===== src/rtl/usvt_pkg.sv =====
// ----------------------------------------------------------------------------
// usvt_pkg
// Shared types and constants for the unordered value set table: field
// widths, operation and status codes, and the memory command bundle.
// ----------------------------------------------------------------------------
package usvt_pkg;

	// default sizing of the table
	localparam int CAPACITY_DEF    = 64;
	localparam int VALUE_WIDTH_DEF = 32;

	// fixed widths of the item fields
	localparam int FUNC_W  = 3;
	localparam int FIELD_W = 32;
	localparam int STAT_W  = 2;
	localparam int INDEX_W = 6;
	localparam int COUNT_W = 7;

	// operation codes
	typedef enum logic [FUNC_W-1:0] {
		FN_PUSH    = 3'd0,
		FN_POP     = 3'd1,
		FN_FIND    = 3'd2,
		FN_REPLACE = 3'd3,
		FN_DELETE  = 3'd4,
		FN_CLEAR   = 3'd5
	} func_t;

	// result status codes
	typedef enum logic [STAT_W-1:0] {
		ST_OK      = 2'd0,
		ST_FULL    = 2'd1,
		ST_EMPTY   = 2'd2,
		ST_MISSING = 2'd3
	} status_t;

	// single-port memory command
	typedef struct packed {
		logic re;
		logic we;
	} mem_cmd_t;

endpackage


===== src/rtl/usvt_mem.sv =====
// ----------------------------------------------------------------------------
// usvt_mem
// Single-port entry storage: one read or one write per cycle, registered
// read data that holds until the next read.
// ----------------------------------------------------------------------------
module usvt_mem #(
	parameter int DEPTH = usvt_pkg::CAPACITY_DEF,
	parameter int WIDTH = usvt_pkg::VALUE_WIDTH_DEF,
	parameter int AW    = (DEPTH > 1) ? $clog2(DEPTH) : 1
) (
	input  logic                clk,
	input  usvt_pkg::mem_cmd_t  cmd,
	input  logic [AW-1:0]       addr,
	input  logic [WIDTH-1:0]    wdata,
	output logic [WIDTH-1:0]    rdata
);
	import usvt_pkg::*;

	logic [WIDTH-1:0] mem_q [DEPTH];
	logic [WIDTH-1:0] rdata_q;

	// storage array with registered read port
	always_ff @(posedge clk) begin
		if (cmd.we) begin
			mem_q[addr] <= wdata;
		end else if (cmd.re) begin
			rdata_q <= mem_q[addr];
		end
	end

	assign rdata = rdata_q;

endmodule


===== src/rtl/usvt_ctrl.sv =====
// ----------------------------------------------------------------------------
// usvt_ctrl
// Sequencer for the value set: decodes a request, walks the entries one
// memory read per cycle through a single key comparator, performs the
// write-back and holds the result in an output register.
// ----------------------------------------------------------------------------
module usvt_ctrl #(
	parameter int CAPACITY    = usvt_pkg::CAPACITY_DEF,
	parameter int VALUE_WIDTH = usvt_pkg::VALUE_WIDTH_DEF,
	parameter int AW          = (CAPACITY > 1) ? $clog2(CAPACITY) : 1
) (
	input  logic                             clk,
	input  logic                             arst_n,
	input  logic                             in_valid,
	output logic                             in_ready,
	input  logic [usvt_pkg::FUNC_W-1:0]      func,
	input  logic [usvt_pkg::FIELD_W-1:0]     key,
	input  logic [usvt_pkg::FIELD_W-1:0]     new_value,
	output logic                             out_valid,
	input  logic                             out_ready,
	output logic [usvt_pkg::STAT_W-1:0]      status,
	output logic [usvt_pkg::INDEX_W-1:0]     index,
	output logic [usvt_pkg::FIELD_W-1:0]     value,
	output logic [usvt_pkg::COUNT_W-1:0]     count,
	output usvt_pkg::mem_cmd_t               mem_cmd,
	output logic [AW-1:0]                    mem_addr,
	output logic [VALUE_WIDTH-1:0]           mem_wdata,
	input  logic [VALUE_WIDTH-1:0]           mem_rdata
);
	import usvt_pkg::*;

	localparam int CW = $clog2(CAPACITY + 1);
	localparam logic [CW-1:0] CAP_C = CW'(CAPACITY);

	typedef enum logic [4:0] {
		S_IDLE = 5'b00001,
		S_EXEC = 5'b00010,
		S_SCAN = 5'b00100,
		S_TAKE = 5'b01000,
		S_DONE = 5'b10000
	} state_t;

	state_t               state_q;
	logic [CW-1:0]        count_q;
	logic [FUNC_W-1:0]    func_q;
	logic [VALUE_WIDTH-1:0] key_q;
	logic [VALUE_WIDTH-1:0] nv_q;

	// scan walk
	logic [CW-1:0]        addr_q;
	logic                 pend_q;
	logic [AW-1:0]        pidx_q;
	logic [AW-1:0]        pos_q;

	// result being built and the output register
	status_t              res_status_q;
	logic [AW-1:0]        res_index_q;
	logic [VALUE_WIDTH-1:0] res_value_q;
	logic                 out_valid_q;
	status_t              out_status_q;
	logic [AW-1:0]        out_index_q;
	logic [VALUE_WIDTH-1:0] out_value_q;
	logic [CW-1:0]        out_count_q;

	logic                 is_full;
	logic                 is_empty;
	logic [CW-1:0]        last_c;
	logic                 scan_hit;
	logic                 scan_end;
	logic                 out_free;

	assign is_full  = (count_q == CAP_C);
	assign is_empty = (count_q == '0);
	assign last_c   = count_q - CW'(1);
	// shared key comparator on the registered read data
	assign scan_hit = pend_q && (mem_rdata == key_q);
	assign scan_end = (addr_q == count_q);
	assign out_free = !out_valid_q || out_ready;

	assign in_ready = (state_q == S_IDLE);

	// memory port steering
	always_comb begin
		mem_cmd   = '0;
		mem_addr  = '0;
		mem_wdata = key_q;
		case (state_q)
			S_EXEC: begin
				if (func_q == FN_PUSH && !is_full) begin
					mem_cmd.we = 1'b1;
					mem_addr   = count_q[AW-1:0];
				end else if (func_q == FN_POP && !is_empty) begin
					mem_cmd.re = 1'b1;
					mem_addr   = last_c[AW-1:0];
				end
			end
			S_SCAN: begin
				if (scan_hit) begin
					if (func_q == FN_REPLACE) begin
						mem_cmd.we = 1'b1;
						mem_addr   = pidx_q;
						mem_wdata  = nv_q;
					end else if (func_q == FN_DELETE) begin
						mem_cmd.re = 1'b1;
						mem_addr   = last_c[AW-1:0];
					end
				end else if (!scan_end) begin
					mem_cmd.re = 1'b1;
					mem_addr   = addr_q[AW-1:0];
				end
			end
			S_TAKE: begin
				if (func_q == FN_DELETE) begin
					mem_cmd.we = 1'b1;
					mem_addr   = pos_q;
					mem_wdata  = mem_rdata;
				end
			end
			default: ;
		endcase
	end

	// sequencer and control state
	always_ff @(posedge clk or negedge arst_n) begin
		if (!arst_n) begin
			state_q     <= S_IDLE;
			count_q     <= '0;
			pend_q      <= 1'b0;
			out_valid_q <= 1'b0;
		end else begin
			// result drained; a reload in S_DONE keeps it valid instead
			if (out_valid_q && out_ready && state_q != S_DONE) begin
				out_valid_q <= 1'b0;
			end
			case (state_q)
				S_IDLE: begin
					if (in_valid) begin
						state_q <= S_EXEC;
					end
				end
				S_EXEC: begin
					pend_q <= 1'b0;
					case (func_q)
						FN_PUSH: begin
							if (!is_full) begin
								count_q <= count_q + CW'(1);
							end
							state_q <= S_DONE;
						end
						FN_POP: begin
							state_q <= is_empty ? S_DONE : S_TAKE;
						end
						FN_FIND, FN_REPLACE: begin
							state_q <= S_SCAN;
						end
						FN_DELETE: begin
							state_q <= is_empty ? S_DONE : S_SCAN;
						end
						FN_CLEAR: begin
							count_q <= '0;
							state_q <= S_DONE;
						end
						default: begin
							state_q <= S_DONE;
						end
					endcase
				end
				S_SCAN: begin
					if (scan_hit) begin
						pend_q  <= 1'b0;
						state_q <= (func_q == FN_DELETE) ? S_TAKE : S_DONE;
					end else if (scan_end) begin
						pend_q  <= 1'b0;
						state_q <= S_DONE;
					end else begin
						pend_q <= 1'b1;
					end
				end
				S_TAKE: begin
					count_q <= last_c;
					state_q <= S_DONE;
				end
				S_DONE: begin
					if (out_free) begin
						out_valid_q <= 1'b1;
						state_q     <= S_IDLE;
					end
				end
				default: begin
					state_q <= S_IDLE;
				end
			endcase
		end
	end

	// request capture, scan pointers and result payload
	always_ff @(posedge clk) begin
		case (state_q)
			S_IDLE: begin
				func_q <= func;
				key_q  <= VALUE_WIDTH'(key);
				nv_q   <= VALUE_WIDTH'(new_value);
			end
			S_EXEC: begin
				addr_q       <= '0;
				res_index_q  <= '0;
				res_value_q  <= '0;
				if (func_q == FN_PUSH && is_full) begin
					res_status_q <= ST_FULL;
				end else if ((func_q == FN_POP || func_q == FN_DELETE) && is_empty) begin
					res_status_q <= ST_EMPTY;
				end else begin
					res_status_q <= ST_OK;
				end
			end
			S_SCAN: begin
				if (scan_hit) begin
					pos_q       <= pidx_q;
					res_index_q <= pidx_q;
				end else if (scan_end) begin
					res_status_q <= ST_MISSING;
				end else begin
					pidx_q <= addr_q[AW-1:0];
					addr_q <= addr_q + CW'(1);
				end
			end
			S_TAKE: begin
				if (func_q == FN_POP) begin
					res_value_q <= mem_rdata;
				end
			end
			S_DONE: begin
				if (out_free) begin
					out_status_q <= res_status_q;
					out_index_q  <= res_index_q;
					out_value_q  <= res_value_q;
					out_count_q  <= count_q;
				end
			end
			default: ;
		endcase
	end

	assign out_valid = out_valid_q;
	assign status    = out_status_q;
	assign index     = INDEX_W'(out_index_q);
	assign value     = FIELD_W'(out_value_q);
	assign count     = COUNT_W'(out_count_q);

endmodule


===== src/rtl/unordered_value_set_table.sv =====
// ----------------------------------------------------------------------------
// unordered_value_set_table
// Unordered list of up to CAPACITY values with push, pop, find, replace,
// swap-remove delete and clear, one result per request.
// ----------------------------------------------------------------------------
// A request is taken only while the sequencer is idle and occupies it until
// its result is written to the output register; the next request can be
// taken while that result still waits. Push, clear, unused codes and pop or
// delete of an empty list pass from the exec state to the done state; any
// other pop reads the last entry and takes it in the take state. Find,
// replace and delete read entries in the scan state up to and including
// the first match, or all entries when the value is absent: the single-port
// entry memory delivers one entry per cycle to one shared key comparator.
// Delete then moves the last entry into the freed slot in the take state.
// An undrained full output register holds the sequencer in its done state.
module unordered_value_set_table #(
	parameter int CAPACITY    = usvt_pkg::CAPACITY_DEF,
	parameter int VALUE_WIDTH = usvt_pkg::VALUE_WIDTH_DEF
) (
	input  logic                          clk,
	input  logic                          arst_n,
	input  logic                          in_valid,
	output logic                          in_ready,
	input  logic [usvt_pkg::FUNC_W-1:0]   func,
	input  logic [usvt_pkg::FIELD_W-1:0]  key,
	input  logic [usvt_pkg::FIELD_W-1:0]  new_value,
	output logic                          out_valid,
	input  logic                          out_ready,
	output logic [usvt_pkg::STAT_W-1:0]   status,
	output logic [usvt_pkg::INDEX_W-1:0]  index,
	output logic [usvt_pkg::FIELD_W-1:0]  value,
	output logic [usvt_pkg::COUNT_W-1:0]  count
);
	import usvt_pkg::*;

	localparam int AW = (CAPACITY > 1) ? $clog2(CAPACITY) : 1;

	mem_cmd_t               mem_cmd;
	logic [AW-1:0]          mem_addr;
	logic [VALUE_WIDTH-1:0] mem_wdata;
	logic [VALUE_WIDTH-1:0] mem_rdata;

	// sequencer, comparator and output register
	usvt_ctrl #(
		.CAPACITY    (CAPACITY),
		.VALUE_WIDTH (VALUE_WIDTH),
		.AW          (AW)
	) u_ctrl (
		.clk       (clk),
		.arst_n    (arst_n),
		.in_valid  (in_valid),
		.in_ready  (in_ready),
		.func      (func),
		.key       (key),
		.new_value (new_value),
		.out_valid (out_valid),
		.out_ready (out_ready),
		.status    (status),
		.index     (index),
		.value     (value),
		.count     (count),
		.mem_cmd   (mem_cmd),
		.mem_addr  (mem_addr),
		.mem_wdata (mem_wdata),
		.mem_rdata (mem_rdata)
	);

	// entry storage
	usvt_mem #(
		.DEPTH (CAPACITY),
		.WIDTH (VALUE_WIDTH),
		.AW    (AW)
	) u_mem (
		.clk   (clk),
		.cmd   (mem_cmd),
		.addr  (mem_addr),
		.wdata (mem_wdata),
		.rdata (mem_rdata)
	);

endmodule


===== config.mk =====
export PLATFORM = sky130hd
export DESIGN_NAME = unordered_value_set_table
export DESIGN_NICKNAME = d
export VERILOG_FILES = /design/src/rtl/usvt_pkg.sv /design/src/rtl/usvt_mem.sv /design/src/rtl/usvt_ctrl.sv /design/src/rtl/unordered_value_set_table.sv
export SDC_FILE = /design/constraint.sdc
export NUM_CORES = 2
export LEC_CHECK = 0
export ABC_AREA = 0
export BUFFER_PORTS_ARGS = -buffer_cell sky130_fd_sc_hd__buf_2
export CORE_MARGIN = 2
export CORE_UTILIZATION = 50
export DETAILED_ROUTE_END_ITERATION = 6
export HOLD_SLACK_MARGIN = 0.06
export PLACE_DENSITY = 0.66
export REMOVE_ABC_BUFFERS = 1
export SYNTH_ARGS = -nofsm -noshare
export SYNTH_HDL_FRONTEND = slang
export SYNTH_SLANG_ARGS = --single-unit

===== constraint.sdc =====
create_clock -name clk -period 15.5 [get_ports clk]
set_input_delay 1.55 -clock clk [delete_from_list [all_inputs] [get_ports clk]]
set_output_delay 1.55 -clock clk [all_outputs]
set_load 0.02 [all_outputs]

==> flow_summary.rst <==
.. list-table::
   :header-rows: 1

   * - Metric
     - Value
   * - Floorplan row count
     - 154
   * - Endpoint of the worst hold-timing path
     - u_ctrl.value[17]
   * - Power Dens Cells
     - 149.8 mW/mm^2
   * - Total Die Area
     - 0.1804 sq mm
   * - Final setup vio count
     - 0
   * - Leading cell types by total area after synthesis
     - edfxtp_1 (76%), mux4_2 (5.0%), nand2_1 (4.7%)
   * - DRT iter0 DRCs
     - 9694
   * - Reg-to-Reg End
     - u_mem.rdata[20]
   * - Vias in the first global route
     - 51340
   * - Clock root cell
     - clkbuf_16
   * - Average vias per placed instance
     - 6.632
   * - Initial antenna violation count
     - 15
   * - Total CTS buffers
     - 220
   * - Sinks on the clock net
     - 2267
   * - Area Growth Syn to Fin
     - 12.65%
   * - Type of origin of the critical path
     - register
   * - Number of fill cells
     - 13510
   * - Slew margin rel.
     - 0.09896
   * - Setup repair after global routing missed its margin
     - no
   * - Critical path data required time
     - 16.11 ns
   * - Min-Delay Path Class
     - register to register
   * - Aggregate global-route resource usage
     - 0.3264
   * - Total wirelength of the detailed-routed design
     - 297.0 mm
   * - Starting utilization of the core area
     - 0.5027
   * - Crit path max fanout
     - 96
   * - Count of pins over their slew limit
     - 0
   * - Worst-path clk slew
     - 0.06 ns
   * - Layout cell share with drive strength beyond 1
     - 0.1569
   * - Cells on Worst Hold Path
     - 0
   * - Port Buffer Count
     - 119
   * - Summed instance area of the synthesized netlist
     - 0.08853 sq mm
   * - Total global routing overflow
     - 0
   * - Status
     - finished with violations
   * - Critical path start-end classification
     - register to register
   * - Count of flip-flops with a built-in enable after synthesis
     - 2253
   * - Main flop type after synthesis
     - edfxtp_1
   * - Drt wl/cell
     - 36.03 microns
   * - Estimated wirelength of the detail-placed design
     - 170.6 mm
   * - Pin slew with the least headroom to its limit
     - 1.347 ns
   * - Fraction of the yosys area taken by sequential cells
     - 0.7682
   * - Maximum VDD drop
     - 0.0001416 V
   * - Global placement routability congestion
     - 0.9810
   * - Wire length of the first global-routing pass
     - 406.4 mm
   * - Origin of the worst setup path
     - u_mem.rdata[23]
   * - Reg-to-reg setup timing slack
     - 8.07 ns
   * - Insertion delay to the later sink of the worst-skew pair
     - 0.89 ns
   * - Cell-by-cell trace of the critical path
     - xnor2_1 > nand4_1 > nor3_1 > and4_1 > o2bb2ai_4 > buf_12 > buf_4 > buf_4 > buf_4 > mux4_2 > a32oi_1 > nand4_1 > or4_1
   * - Most Frequent Cell on Critical Path
     - buf_4
   * - Path depth of the worst reg2reg path
     - 13
   * - Die width
     - 424.8 microns
   * - Cts-stage hold buffer count
     - 0
   * - Leakage power figure
     - 32.36 nW
   * - Proportion of register bits with asynchronous set or reset after synthesis
     - 0.006176
   * - Crit Reg-Reg Startpoint
     - u_mem.rdata[23]
   * - Worst hold start
     - u_ctrl.res_value_q[17]
   * - Sort of element at the end of the critical path
     - register
   * - Post-CTS resize count
     - 0
   * - Yosys top cell area share
     - 0.7642
   * - Data arrival time of the critical path
     - 8.04 ns
   * - Total via count in the routed design
     - 54660
   * - Antenna-violating nets left
     - 0
   * - H-tree levels
     - 4
   * - Gate Count Post-Synth
     - 5505
   * - Pin count of the biggest net entering global routing
     - 140
   * - Clock tree from TritonCTS
     - yes
   * - Cell taking the most area after synthesis
     - edfxtp_1
   * - Post-route minimum period
     - 7.430 ns
   * - Ratio of final minimum period to clock period
     - 0.4794
   * - Max Cap Viol
     - 0
   * - Drt pass-1 iters
     - 7
   * - Post-CTS Setup Repair Bufs
     - 0
   * - Power after layout
     - 14.94 mW
   * - Net count of the finished layout
     - 5773
   * - Area of the core
     - 0.1761 sq mm
   * - Final hold viol count
     - 0
   * - Netlist cell types
     - 85
   * - Highest cell delay on the worst timing path
     - 0.77 ns
   * - Ports placed on the boundary
     - 120
   * - Mapped Avg Cell Area
     - 16.08 sq um
   * - Final setup TNS
     - 0 ns
   * - Die extent in y
     - 424.8 microns
   * - Flip-flop and latch count after synthesis
     - 2267
   * - Longest Clk Path Bufs
     - 3
   * - DR DRC count
     - 8
   * - Standard cell with the maximum stage delay on the critical path
     - nor3_1
   * - Warnings from Yosys
     - 0
   * - Maximum clock frequency
     - 134.6 MHz
   * - Violated checks
     - DRC
   * - Clock Skews
     - 0.05142 ns
## synthesized netlist by cell type (9+ instances only)
master,number
and2_1,9
nand2_1,1104
a22o_1,9
a311oi_1,23
nor2_1,129
nand4_1,49
o21ai_0,30
nand3_1,426
edfxtp_1,2253
clkbuf_1,78
or4_1,14
xor2_1,19
dfrtp_1,13
o22ai_1,12
a211oi_1,9
nor3_1,26
nand2b_1,15
a32oi_1,61
or3_1,14
a31oi_1,53
a32o_1,12
xnor2_1,25
buf_2,189
a221oi_1,46
nor4_1,10
a21oi_1,145
buf_1,30
buf_4,23
mux4_2,195
inv_1,12
and3_1,129
a22oi_1,109
mux2i_1,106
## logic make-up (layout without fill, tap and decap cells)
group,count (synthesis),in the layout,share of synthesized area
other,0,12,0
AND/OR/NAND/NOR,1963,1963,0.09882
adder cells (fa/ha/maj),3,3,0.0004240
AO/OA/AOI/OAI,592,592,0.04851
buffers and inverters,333,718,0.01785
XOR/XNOR,44,44,0.004353
flip-flops,2267,2267,0.7682
multiplexers,303,303,0.06185
## cell type report
type / instances / area (sq um) / share of cell area
diodes: 12 / 30.03 / 0.0003011
clock buffers: 276 / 5789 / 0.05805
clock inverters: 137 / 1254 / 0.01257
inverters: 12 / 46.29 / 0.0004642
multi-input cells: 2905 / 19700 / 0.1975
flip-flops and latches: 2267 / 68010 / 0.6819
well taps: 2340 / 2928 / 0.02936
repair buffers: 293 / 1977 / 0.01982
## sequential cells by signal, indices dropped and copies added, names as in the netlist
register             flops
u_ctrl.addr_q            7
u_ctrl.count             7
u_ctrl.count_q           7
u_ctrl.func_q            3
u_ctrl.index             6
u_ctrl.key_q            32
u_ctrl.nv_q             32
u_ctrl.out_valid         1
u_ctrl.pend_q            1
u_ctrl.pidx_q            6
u_ctrl.pos_q             6
u_ctrl.res_index_q       6
u_ctrl.res_status_q      2
u_ctrl.res_value_q      32
u_ctrl.state_q           5
u_ctrl.status            2
u_ctrl.value            32
u_mem.mem_q           2048
u_mem.rdata             32
## layer usage
| metal | wire length [microns] | track usage |
|---|---|---|
| met1 | 103400 | 0.4336 |
| met2 | 133900 | 0.4892 |
| met3 | 38740 | 0.08076 |
| met4 | 20770 | 0.1981 |
| met5 | 72 | 0 |
## cell usage in the layout, fill, tap and decap left out, drive strengths merged, types with 30 or more instances in the layout
cell type,netlist,routed
nand3,426,426
o21ai,32,32
nor2,133,133
a21oi,147,147
a31oi,53,53
mux4,195,195
nor3,30,30
clkinv,0,105
and3,130,130
a32oi,61,61
buf,243,293
a221oi,49,49
a22oi,109,109
clkbuf,78,276
mux2i,106,106
nand2,1104,1104
nand4,49,49
edfxtp,2253,2253
## stage by stage
stage	cells	hold WS, ns	worst slack (ns)	cell area (sq um)	utilization
CTS	8230	0.4150	8.210	99700	0.5661
global route	8233	0.4242	8.011	99710	0.5662
global placement	7817	0.4026	8.265	92660	0.5261
detailed placement	7817	0.4045	8.226	92660	0.5261
finish	8242	0.4140	8.070	99730	0.5663
floorplan	5184	0.4003	-9.015	86990	-
## critical path, delay by kind of cell, from the launching register on
family	cells	cell delay, ns
simple gates	5	2.32
buf+inv	4	2.35
compound gates	2	0.62
xor+xnor	1	0.51
mux	1	0.60
flops	1	0.42
## power by group
part / internal (mW) / total (mW) / leakage [nW] / switching [mW]
sequential: 7.56 / 7.72 / 20.5 / 0.157
combinational: 0.425 / 1.95 / 8.46 / 1.52
clock: 2.92 / 5.27 / 3.40 / 2.35
total: 10.9 / 14.9 / 32.4 / 4.03
## how the worst max path moves through the flow
stage | slack (ns) | cells after the start | end
2_1_floorplan | -9.01 | 8 | u_mem.mem_q[11][0]
3_3_place_gp | 8.26 | 13 | u_mem.rdata[20]
3_5_place_dp | 8.23 | 13 | u_mem.rdata[20]
4_1_cts | 8.21 | 13 | u_mem.rdata[20]
5_1_grt | 8.01 | 13 | u_mem.rdata[20]
6_report | 8.07 | 13 | u_mem.rdata[20]
No activity file was read; power rests on OpenSTA's default activity.
